### config.mk
export PLATFORM = sky130hd
export DESIGN_NAME = linear_interp_resampler
export DESIGN_NICKNAME = d
export VERILOG_FILES = /design/src/rtl/lir_pkg.sv /design/src/rtl/linear_interp_resampler.sv /design/src/rtl/lir_front.sv /design/src/rtl/lir_queue.sv /design/src/rtl/lir_back.sv
export SDC_FILE = /design/constraint.sdc
export NUM_CORES = 1
export LEC_CHECK = 0
export BUFFER_PORTS_ARGS = -buffer_cell sky130_fd_sc_hd__buf_4
export CAP_MARGIN = 25
export CORE_AREA = 3 3 159 200
export CTS_BUF_LIST = sky130_fd_sc_hd__clkbuf_8
export CTS_CLUSTER_DIAMETER = 100
export DETAILED_ROUTE_END_ITERATION = 10
export DIE_AREA = 0 0 162 203
export PLACE_DENSITY = 0.85
export SYNTH_ARGS = -nofsm -noshare
export SYNTH_HDL_FRONTEND = slang
export SYNTH_HIERARCHICAL = 1
export SYNTH_SLANG_ARGS = --single-unit
### constraint.sdc
create_clock -name i_clk -period 19.2 [get_ports i_clk]
set_input_delay 1.92 -clock i_clk [delete_from_list [all_inputs] [get_ports i_clk]]
set_output_delay 1.92 -clock i_clk [all_outputs]
set_load 0.05 [all_outputs]
### src/rtl/lir_pkg.sv
// shared types and constants for the linear interpolation resampler
package lir_pkg;

    // fixed field widths
    localparam int SAMPLE_W  = 8;
    localparam int CFG_W     = 21;
    localparam int POS_W     = 32;
    localparam int FRAC_W    = 16;
    localparam int APB_DW    = 32;
    localparam int APB_AW    = 3;

    // register reset values
    localparam logic [CFG_W-1:0] PHASE_STEP_RESET   = 21'd65536;
    localparam logic [CFG_W-1:0] OUTPUT_COUNT_RESET = 21'd1;

    // queue between front and back
    localparam int Q_DEPTH = 4;
    localparam int Q_AW    = 2;

    // register index codes
    typedef enum logic {
        REG_PHASE_STEP   = 1'b0,
        REG_OUTPUT_COUNT = 1'b1
    } t_reg_idx;

    // queue status seen by producer and consumer
    typedef struct packed {
        logic full;
        logic empty;
    } t_q_flags;

endpackage

### src/rtl/linear_interp_resampler.sv
// an output word passes through the pair queue and then the output register after its source word is taken
// throughput: one output word per cycle while the output is not stalled and a pair is queued; the back end
// retires each pair in a separate step after its last output word
// the front end takes one source word per cycle while the four-entry pair queue has room
// reset (synchronous, active low) clears queue, position, counts and output valid;
// phase_step returns to 65536 and output_count to 1
module linear_interp_resampler
    import lir_pkg::*;
#(
    parameter int MAX_SOURCE_LENGTH = 65536,
    parameter int MAX_UPSAMPLE      = 16
) (
    input  logic                       i_clk,
    input  logic                       i_rst_n,
    input  logic                       i_in_valid,
    output logic                       o_in_stall,
    input  logic signed [SAMPLE_W-1:0] i_sample_in,
    output logic                       o_out_valid,
    input  logic                       i_out_stall,
    output logic signed [SAMPLE_W-1:0] o_sample_out,
    output logic                       o_last_out,
    input  logic                       psel,
    input  logic                       penable,
    input  logic                       pwrite,
    input  logic [APB_AW-1:0]          paddr,
    input  logic [APB_DW-1:0]          pwdata,
    output logic [APB_DW-1:0]          prdata,
    output logic                       pready
);

    localparam int IW  = $clog2(MAX_SOURCE_LENGTH + 1);
    localparam int LW  = ($clog2(MAX_SOURCE_LENGTH) > 0) ? $clog2(MAX_SOURCE_LENGTH) : 1;
    localparam int UPW = $clog2(MAX_UPSAMPLE + 1);
    localparam int PW  = 2*SAMPLE_W + LW;

    logic [CFG_W-1:0] r_phase_step;
    logic [CFG_W-1:0] r_output_count;
    logic             cfg_wr;
    t_reg_idx         cfg_idx;

    t_q_flags         q_flags;
    logic             push;
    logic [PW-1:0]    push_data;
    logic             pop;
    logic [PW-1:0]    head;

    // register port
    assign pready  = 1'b1;
    assign cfg_wr  = psel && penable && pwrite && pready;
    assign cfg_idx = t_reg_idx'(paddr[2]);

    always_ff @(posedge i_clk) begin
        if (!i_rst_n) begin
            r_phase_step   <= PHASE_STEP_RESET;
            r_output_count <= OUTPUT_COUNT_RESET;
        end else if (cfg_wr) begin
            unique case (cfg_idx)
                REG_PHASE_STEP:   r_phase_step   <= pwdata[CFG_W-1:0];
                REG_OUTPUT_COUNT: r_output_count <= pwdata[CFG_W-1:0];
                default:          r_phase_step   <= r_phase_step;
            endcase
        end
    end

    // read-back mux
    always_comb begin
        unique case (cfg_idx)
            REG_PHASE_STEP:   prdata = APB_DW'(r_phase_step);
            REG_OUTPUT_COUNT: prdata = APB_DW'(r_output_count);
            default:          prdata = '0;
        endcase
    end

    lir_front #(
        .MAX_SOURCE_LENGTH (MAX_SOURCE_LENGTH),
        .IW                (IW),
        .LW                (LW)
    ) u_front (
        .i_clk       (i_clk),
        .i_rst_n     (i_rst_n),
        .i_in_valid  (i_in_valid),
        .i_sample_in (i_sample_in),
        .o_in_stall  (o_in_stall),
        .i_q_flags   (q_flags),
        .o_push      (push),
        .o_push_data (push_data)
    );

    lir_queue #(
        .W (PW)
    ) u_queue (
        .i_clk       (i_clk),
        .i_rst_n     (i_rst_n),
        .i_push      (push),
        .i_push_data (push_data),
        .i_pop       (pop),
        .o_head      (head),
        .o_flags     (q_flags)
    );

    lir_back #(
        .MAX_UPSAMPLE (MAX_UPSAMPLE),
        .LW           (LW),
        .UPW          (UPW)
    ) u_back (
        .i_clk          (i_clk),
        .i_rst_n        (i_rst_n),
        .i_phase_step   (r_phase_step),
        .i_output_count (r_output_count),
        .i_head         (head),
        .i_q_flags      (q_flags),
        .o_pop          (pop),
        .o_out_valid    (o_out_valid),
        .i_out_stall    (i_out_stall),
        .o_sample_out   (o_sample_out),
        .o_last_out     (o_last_out)
    );

endmodule

### src/rtl/lir_front.sv
// front end: takes source words, keeps previous sample and index, queues sample pairs
module lir_front
    import lir_pkg::*;
#(
    parameter int MAX_SOURCE_LENGTH = 65536,
    parameter int IW = 17,
    parameter int LW = 16
) (
    input  logic                       i_clk,
    input  logic                       i_rst_n,
    input  logic                       i_in_valid,
    input  logic signed [SAMPLE_W-1:0] i_sample_in,
    output logic                       o_in_stall,
    input  t_q_flags                   i_q_flags,
    output logic                       o_push,
    output logic [2*SAMPLE_W+LW-1:0]   o_push_data
);

    logic signed [SAMPLE_W-1:0] r_prev;
    logic [IW-1:0]              r_index;
    logic                       accept;
    logic [IW-1:0]              left_full;

    // accept whenever the queue has room
    assign o_in_stall = i_q_flags.full;
    assign accept     = i_in_valid && !i_q_flags.full;

    // pair is queued from the second sample on
    assign left_full   = r_index - IW'(1);
    assign o_push      = accept && (r_index != '0);
    assign o_push_data = {r_prev, i_sample_in, left_full[LW-1:0]};

    // previous sample and saturating index
    always_ff @(posedge i_clk) begin
        if (!i_rst_n) begin
            r_prev  <= '0;
            r_index <= '0;
        end else if (accept) begin
            r_prev <= i_sample_in;
            if (r_index < IW'(MAX_SOURCE_LENGTH)) begin
                r_index <= r_index + IW'(1);
            end
        end
    end

endmodule

### src/rtl/lir_queue.sv
// short queue of sample pairs between front and back
module lir_queue
    import lir_pkg::*;
#(
    parameter int W = 32
) (
    input  logic         i_clk,
    input  logic         i_rst_n,
    input  logic         i_push,
    input  logic [W-1:0] i_push_data,
    input  logic         i_pop,
    output logic [W-1:0] o_head,
    output t_q_flags     o_flags
);

    logic [W-1:0]  r_store [Q_DEPTH];
    logic [Q_AW-1:0] r_wr;
    logic [Q_AW-1:0] r_rd;
    logic [Q_AW:0]   r_fill;
    logic            do_push;
    logic            do_pop;

    assign o_flags.full  = (r_fill == (Q_AW+1)'(Q_DEPTH));
    assign o_flags.empty = (r_fill == '0);
    assign do_push       = i_push && !o_flags.full;
    assign do_pop        = i_pop && !o_flags.empty;
    assign o_head        = r_store[r_rd];

    // storage
    always_ff @(posedge i_clk) begin
        if (do_push) begin
            r_store[r_wr] <= i_push_data;
        end
    end

    // pointers and fill level
    always_ff @(posedge i_clk) begin
        if (!i_rst_n) begin
            r_wr   <= '0;
            r_rd   <= '0;
            r_fill <= '0;
        end else begin
            if (do_push) begin
                r_wr <= r_wr + Q_AW'(1);
            end
            if (do_pop) begin
                r_rd <= r_rd + Q_AW'(1);
            end
            case ({do_push, do_pop})
                2'b10:   r_fill <= r_fill + (Q_AW+1)'(1);
                2'b01:   r_fill <= r_fill - (Q_AW+1)'(1);
                default: r_fill <= r_fill;
            endcase
        end
    end

endmodule

### src/rtl/lir_back.sv
// back end: walks the position over each queued pair, one output word per cycle unless stalled, empty or popping
module lir_back
    import lir_pkg::*;
#(
    parameter int MAX_UPSAMPLE = 16,
    parameter int LW  = 16,
    parameter int UPW = 5
) (
    input  logic                       i_clk,
    input  logic                       i_rst_n,
    input  logic [CFG_W-1:0]           i_phase_step,
    input  logic [CFG_W-1:0]           i_output_count,
    input  logic [2*SAMPLE_W+LW-1:0]   i_head,
    input  t_q_flags                   i_q_flags,
    output logic                       o_pop,
    output logic                       o_out_valid,
    input  logic                       i_out_stall,
    output logic signed [SAMPLE_W-1:0] o_sample_out,
    output logic                       o_last_out
);

    localparam int CW    = (LW > FRAC_W) ? LW : FRAC_W;
    localparam int NUM_W = 26;

    // ((1-f)*a + f*b)/2 with truncation toward zero
    function automatic logic signed [SAMPLE_W-1:0] interp(
        input logic signed [SAMPLE_W-1:0] a,
        input logic signed [SAMPLE_W-1:0] b,
        input logic [FRAC_W-1:0]          f
    );
        logic signed [SAMPLE_W:0]   diff;
        logic signed [NUM_W-1:0]    prod;
        logic signed [NUM_W-1:0]    num;
        logic signed [NUM_W-1:0]    adj;
        logic signed [NUM_W-1:0]    res;
        diff = (SAMPLE_W+1)'(b) - (SAMPLE_W+1)'(a);
        prod = NUM_W'($signed({1'b0, f})) * NUM_W'(diff);
        num  = NUM_W'($signed({a, {FRAC_W{1'b0}}})) + prod;
        adj  = num[NUM_W-1] ? (num + NUM_W'(131071)) : num;
        res  = adj >>> (FRAC_W + 1);
        return res[SAMPLE_W-1:0];
    endfunction

    logic [POS_W-1:0]           r_pos;
    logic [CFG_W-1:0]           r_done;
    logic [UPW-1:0]             r_cnt;
    logic                       r_out_valid;
    logic signed [SAMPLE_W-1:0] r_out_sample;
    logic                       r_out_last;

    logic signed [SAMPLE_W-1:0] head_prev;
    logic signed [SAMPLE_W-1:0] head_cur;
    logic [LW-1:0]              head_left;
    logic                       out_free;
    logic                       more;
    logic                       emit;
    logic [CFG_W-1:0]           done_inc;

    assign head_prev = i_head[2*SAMPLE_W+LW-1 -: SAMPLE_W];
    assign head_cur  = i_head[SAMPLE_W+LW-1 -: SAMPLE_W];
    assign head_left = i_head[LW-1:0];

    // another output due from the pair at the head
    assign more = (r_cnt < UPW'(MAX_UPSAMPLE))
               && (r_done < i_output_count)
               && (CW'(r_pos[POS_W-1:FRAC_W]) <= CW'(head_left));

    assign out_free = !r_out_valid || !i_out_stall;
    assign emit     = !i_q_flags.empty && more && out_free;
    assign o_pop    = !i_q_flags.empty && !more;
    assign done_inc = r_done + CFG_W'(1);

    // position, output count and per-pair count
    always_ff @(posedge i_clk) begin
        if (!i_rst_n) begin
            r_pos  <= '0;
            r_done <= '0;
            r_cnt  <= '0;
        end else if (o_pop) begin
            r_cnt <= '0;
        end else if (emit) begin
            r_pos  <= r_pos + POS_W'(i_phase_step);
            r_done <= done_inc;
            r_cnt  <= r_cnt + UPW'(1);
        end
    end

    // output register
    always_ff @(posedge i_clk) begin
        if (!i_rst_n) begin
            r_out_valid <= 1'b0;
        end else if (out_free) begin
            r_out_valid <= emit;
        end
    end

    always_ff @(posedge i_clk) begin
        if (emit) begin
            r_out_sample <= interp(head_prev, head_cur, r_pos[FRAC_W-1:0]);
            r_out_last   <= (done_inc == i_output_count);
        end
    end

    assign o_out_valid  = r_out_valid;
    assign o_sample_out = r_out_sample;
    assign o_last_out   = r_out_last;

endmodule

==> impl_metrics.py, run 1 <==
metrics = {
    "floorplanning": {
        "core-area_mm2": 0.0300,
        "start_util_pct": 64.5,
        "dieWidth_um": 162,
        "ios": 94,
        "std_cell_rows": 71,
        "die_h_um": 203,
        "die_area_mm2": 0.0329,
    },
    "worst_setup_path": {
        "worstSetupPathType": "reg -> reg",
        "cp_top_family": "adder cells",
        "arrival_ns": 9.50,
        "cp_slowest_cell": "mux4_2",
        "crit_buf_inv": 3,
        "cpPeakStageDelay_ns": 0.63,
        "startpoint_type": "flip-flop",
        "required_ns": 19.52,
        "setup.worst_path.end_class": "flip-flop",
        "crit_fanout": 32,
        "crit_top_cell": "fa_1",
    },
    "power": {
        "power_density_mw_per_mm2": 80.3,
        "power.leakage_nw": 9.13,
        "power_w": 0.00167,
        "vdd_ir_drop_max_mv": 0.0575,
    },
    "timing": {
        "tns_ns": 0,
        "rsz0062_at_grt": "false",
        "worst_pin_slew_ns": 0.968,
        "fin_crit_sh_pct": 47.8,
        "maxSlewViolCount": 0,
        "relSlewSlack_pct": 35.5,
        "hold-worst-slack_ns": 0.464,
        "clock.fmax_ghz": 0.109,
        "hold_viol": 0,
        "period_minus_slack_ns": 9.18,
        "finalSetupViolations": 0,
        "clock-skew-final_ns": 0.0339,
    },
    "drt": {
        "vias": 13500,
        "antenna_left": 0,
        "detail_route.wl_per_cell_um": 17.1,
        "vias_per_cell": 5.78,
        "route.detailed.drc": 0,
        "drtIter0Drc": 787,
        "first_pass_iters": 5,
        "wirelength_um": 40000,
    },
    "worst_hold_path": {
        "min_from": "u_front/r_prev[5]$_SDFFE_PN0P_",
        "hp-class": "reg -> reg",
    },
    "placement": {
        "post-dp-hpwl_um": 29200,
        "portBuffers": 68,
        "dpl.cell_count": 2249,
        "place.gp.congestion": 0.870,
    },
    "cts": {
        "cts_tree": "yes",
        "clk_latency_ns": 0.57,
        "post_cts_buffers": 0,
        "ctsResizeCount": 0,
        "clk_transition_reported_paths_ns": 0.06,
        "cts.sinks": 272,
        "ctsHoldBuffers": 0,
        "numCtsBuffers": 44,
        "clockBufferDepth": 3,
        "cts_root_buf": "clkbuf_8",
        "cts_max_level": 2,
    },
    "global_routing": {
        "grt_pass1_vias": 14200,
        "grt_start_max_net_pins": 112,
        "antenna_found_initial": 0,
        "grt_pass1_wl_um": 67100,
        "grt_use_total_pct": 24.8,
        "grt_remaining_overflow": 0,
    },
    "final_layout": {
        "final_layout_size_suffix_gt1_share_pct": 12.7,
        "fin_cells": 2333,
        "areaGrowthSynthToFinish_pct": 7.34,
        "final_core_util_pct": 69.3,
        "num_antenna_cells": 0,
        "num-fill-cells": 2196,
        "nNetsFinal": 2193,
    },
    "logic_synthesis": {
        "synth_edf_count": 137,
        "synthArstFlopShare_pct": 0,
        "syn-cell-area_mm2": 0.0194,
        "ys_ff_latch": 272,
        "syn_area_per_cell_um2": 10.5,
        "ys_seq_area_share_pct": 35.2,
        "yosysTopAreaCellShare_pct": 21.2,
        "ys_types": 95,
        "yosys_warnings": 6,
        "synth.largest_area_cell": "edfxtp_1",
        "yosysMostFrequentCell": "nand2_1",
        "synth_top_flop_cell": "edfxtp_1",
        "syn_inst": 1847,
        "synth.area.top_cells": "edfxtp_1, dfxtp_1, fa_1",
        "ys_top_cells_by_count": "nand2_1, inv_1, edfxtp_1",
    },
    "flow_run": {
        "drv_cap": 0,
    },
    "outcome": {
        "status": "complete, no violations",
    },
}
cells in the final DEF (no fill, tap or decap), types with 12 or more instances in the layout:
cell and count:
nor2_1 61, nand2_1 199, nand3_1 28, nor2b_1 23, ha_1 135, and3_1 13, nor3_1 15, nor4_1 14
dfxtp_1 134, mux4_2 32, xor2_1 50, o21ai_0 36, xnor2_1 75, clkbuf_8 49, mux2_2 21, inv_1 198
fa_1 111, a21o_1 27, buf_4 84, a21boi_0 21, nand4_1 21, mux2i_1 51, edfxtp_1 137, nand2b_1 43
a21oi_1 55, o31ai_1 13, conb_1 12, and2_1 104
worst register-to-register path: cells and delay by family (launching register included):
| family | cells | cell delay, ns |
|---|---|---|
| AO/OA/AOI/OAI | 10 | 2.45 |
| buffers and inverters | 3 | 0.92 |
| adder cells (fa/ha/maj) | 7 | 3.18 |
| flip-flops | 1 | 0.32 |
| AND/OR/NAND/NOR | 5 | 0.89 |
| multiplexers | 1 | 0.66 |
| XOR/XNOR | 3 | 0.53 |
registers in the layout, summed over array words and instances (netlist names), named ones only:
register             count
u_queue/r_store        128
u_back/r_pos            32
r_output_count          21
r_phase_step            21
u_back/r_done           21
u_front/r_index         17
u_back/o_sample_out      8
u_front/r_prev           8
u_back/r_cnt             5
u_queue/r_fill           3
u_queue/r_rd             2
u_queue/r_wr             2
u_back/o_last_out        1
u_back/o_out_valid       1
area by class of cell:
class | instances | area, µm² | share of cell area [%]
well taps | 401 | 502 | 2.41
clock inverters | 32 | 169 | 0.812
inverters | 187 | 702 | 3.38
multi-input cells | 1307 | 11300 | 54.2
flip-flops and latches | 272 | 6820 | 32.8
repair buffers | 85 | 651 | 3.13
clock buffers | 49 | 674 | 3.24
metal layers:
metal | track usage (%) | part of all wire, % | up-vias
li1 | - | - | 6405
met1 | 29.6 | 40 | 6576
met2 | 44.3 | 51 | 375
met3 | 4.08 | 4.8 | 125
met4 | 10.2 | 3.9 | 0
met5 | 0 | 0 | -
kinds of logic after synthesis:
kind of cell | after synthesis | synth area share, %
XOR/XNOR | 125 | 5.65
other | 2 | 0.0388
AO/OA/AOI/OAI | 227 | 8.06
multiplexers | 104 | 7.58
AND/OR/NAND/NOR | 593 | 16.5
flip-flops | 272 | 35.2
buffers and inverters | 278 | 6.78
adder cells (fa/ha/maj) | 246 | 20.2
power by group:
part / switching [W] / internal, W / total, W
sequential: 0.0000158 / 0.000648 / 0.000664
combinational: 0.000316 / 0.000214 / 0.000530
clock: 0.000227 / 0.000249 / 0.000476
total: 0.000558 / 0.00111 / 0.00167
worst paths after layout:
check	to	slack, ns	cells past startpoint
setup / recovery	u_back/o_sample_out[7]$_DFFE_PP_	10.02	29
hold / removal	u_queue/r_store[0][29]$_DFFE_PP_	0.46	0
setup reg to reg	u_back/o_sample_out[7]$_DFFE_PP_	10.02	29
hold reg to reg	u_queue/r_store[0][29]$_DFFE_PP_	0.46	0
stage by stage:
step	instance area, µm²	setup slack (ns)
floorplan	19400	11.07
global placement	19900	10.23
detailed placement	19900	9.99
CTS	20800	9.95
global route	20800	9.47
finish	20800	10.02
No activity file was read; power rests on OpenSTA's default activity.
==> inputs of run 2 (changes only) <==
- clock period: 19.2 -> 9.4 ns (I/O delays scaled with it)
==> impl_metrics.py, run 2 (same netlist as run 1, synthesis figures left out) <==
metrics = {
    "worst_setup_path": {
        "worstSetupPathType": "reg -> reg",
        "startpoint_type": "flip-flop",
        "required_ns": 9.71,
        "crit_fanout": 18,
        "arrival_ns": 8.94,
        "crit_top_cell": "fa_1",
        "cp_top_family": "adder cells",
        "setup.worst_path.end_class": "flip-flop",
        "cp_slowest_cell": "fa_1",
        "cpPeakStageDelay_ns": 0.55,
        "cp_num_cells": 32,
        "r2r_cells": 32,
        "crit_buf_inv": 6,
    },
    "cts": {
        "ctsHoldBuffers": 0,
        "numCtsBuffers": 44,
        "post_cts_buffers": 0,
        "cts_root_buf": "clkbuf_8",
        "cts.sinks": 272,
        "cts_tree": "yes",
        "ctsResizeCount": 0,
        "clk_latency_ns": 0.57,
        "clk_transition_reported_paths_ns": 0.07,
        "clockBufferDepth": 3,
        "cts_max_level": 2,
    },
    "worst_hold_path": {
        "hold_depth": 2,
        "hp-class": "reg -> reg",
    },
    "timing": {
        "period_minus_slack_ns": 8.63,
        "maxSlewViolCount": 0,
        "fin_crit_sh_pct": 91.8,
        "tns_ns": 0,
        "clock.fmax_ghz": 0.116,
        "relSlewSlack_pct": 39.8,
        "finalSetupViolations": 0,
        "clock-skew-final_ns": 0.0384,
        "worst_pin_slew_ns": 0.903,
        "rsz0062_at_grt": "false",
        "hold_viol": 0,
    },
    "drt": {
        "drtIter0Drc": 824,
        "vias": 13500,
        "vias_per_cell": 5.79,
        "wirelength_um": 40300,
        "antenna_left": 0,
        "route.detailed.drc": 0,
        "met1_length_um": 16300,
        "first_pass_iters": 5,
        "top_layer_used": "met4",
        "met3_length_um": 1970,
        "wl_met2_um": 20500,
        "detail_route.wl_per_cell_um": 17.3,
    },
    "final_layout": {
        "regMostFlops": "u_queue/r_store",
        "layout_commonest_cell": "nand2_1",
        "reg_top3": "u_queue/r_store: 128 flops, u_back/r_pos: 32 flops",
        "final_cell_mix": "nand2_1, inv_1, edfxtp_1, ha_1, dfxtp_1",
        "final_layout_size_suffix_gt1_share_pct": 13.0,
        "num_antenna_cells": 0,
        "nNetsFinal": 2197,
        "largest_reg_flops": 128,
        "areaGrowthSynthToFinish_pct": 7.68,
    },
    "power": {
        "vdd_ir_drop_max_mv": 0.121,
        "power_w": 0.00346,
        "power.leakage_nw": 9.17,
        "power_density_mw_per_mm2": 166,
    },
    "global_routing": {
        "grt_pass1_wl_um": 67700,
        "grt_remaining_overflow": 0,
        "antenna_found_initial": 0,
        "grt_pass1_vias": 14200,
        "grt_use_total_pct": 25.0,
        "grt_start_max_net_pins": 104,
    },
    "floorplanning": {
        "dieWidth_um": 162,
        "ios": 94,
        "die_area_mm2": 0.0329,
        "std_cell_rows": 71,
        "start_util_pct": 64.5,
        "core-area_mm2": 0.0300,
        "die_h_um": 203,
    },
    "flow_run": {
        "drv_cap": 0,
    },
    "placement": {
        "portBuffers": 68,
        "place.gp.congestion": 0.859,
        "post-dp-hpwl_um": 29200,
    },
    "outcome": {
        "status": "complete, no violations",
    },
}
-- run 2: where the power goes --
| group | internal (W) | switching [W] |
|---|---|---|
| sequential | 0.00132 | 0.0000325 |
| clock | 0.000545 | 0.000469 |
| combinational | 0.000440 | 0.000654 |
| total | 0.00231 | 0.00116 |
-- run 2: area by class of cell --
| type | count | area [µm²] |
|---|---|---|
| flip-flops and latches | 272 | 6820 |
| well taps | 401 | 502 |
| fillers | 2167 | 9170 |
| repair buffers | 89 | 681 |
| multi-input cells | 1307 | 11300 |
| inverters | 187 | 702 |
| clock inverters | 31 | 190 |
| clock buffers | 50 | 688 |
-- run 2: worst reg2reg max path, delay by kind of cell (launching register included) --
| family | cells | cell delay, ns |
|---|---|---|
| AND/OR/NAND/NOR | 6 | 1.11 |
| adder cells (fa/ha/maj) | 8 | 3.38 |
| flip-flops | 1 | 0.40 |
| multiplexers | 2 | 0.64 |
| XOR/XNOR | 2 | 0.35 |
| buffers and inverters | 6 | 0.69 |
| AO/OA/AOI/OAI | 8 | 1.82 |
-- run 2: path summary, 6_finish.rpt --
path	start	end	slack, ns
setup / recovery	flip-flop	u_back/o_sample_out[7]$_DFFE_PP_	0.77
setup reg to reg	flip-flop	u_back/o_sample_out[7]$_DFFE_PP_	0.77
hold / removal	u_back/r_pos[31]$_SDFFE_PN0P_	u_back/r_pos[31]$_SDFFE_PN0P_	0.48
hold reg to reg	u_back/r_pos[31]$_SDFFE_PN0P_	u_back/r_pos[31]$_SDFFE_PN0P_	0.48
-- run 2: stage by stage --
stage / util (%) / area, µm² / worst slack (ns) / hold WS [ns] / std cells
3_3_place_gp: 66.5 / 20000 / 0.721 / 0.462 / 2254
5_1_grt: 69.5 / 20900 / 0.202 / 0.502 / 2337
4_1_cts: 69.4 / 20800 / 0.759 / 0.484 / 2336
2_1_floorplan: - / 19400 / 1.27 / 0.446 / 1857
6_report: 69.5 / 20900 / 0.771 / 0.481 / 2337
3_5_place_dp: 66.5 / 20000 / 0.814 / 0.473 / 2255
-- run 2: per-layer routing --
layer / GRT usage (%) / up-vias
li1: - / 6416
met1: 30.2 / 6618
met2: 44.6 / 393
met3: 4.04 / 108
met4: 10.2 / 0
met5: 0 / -
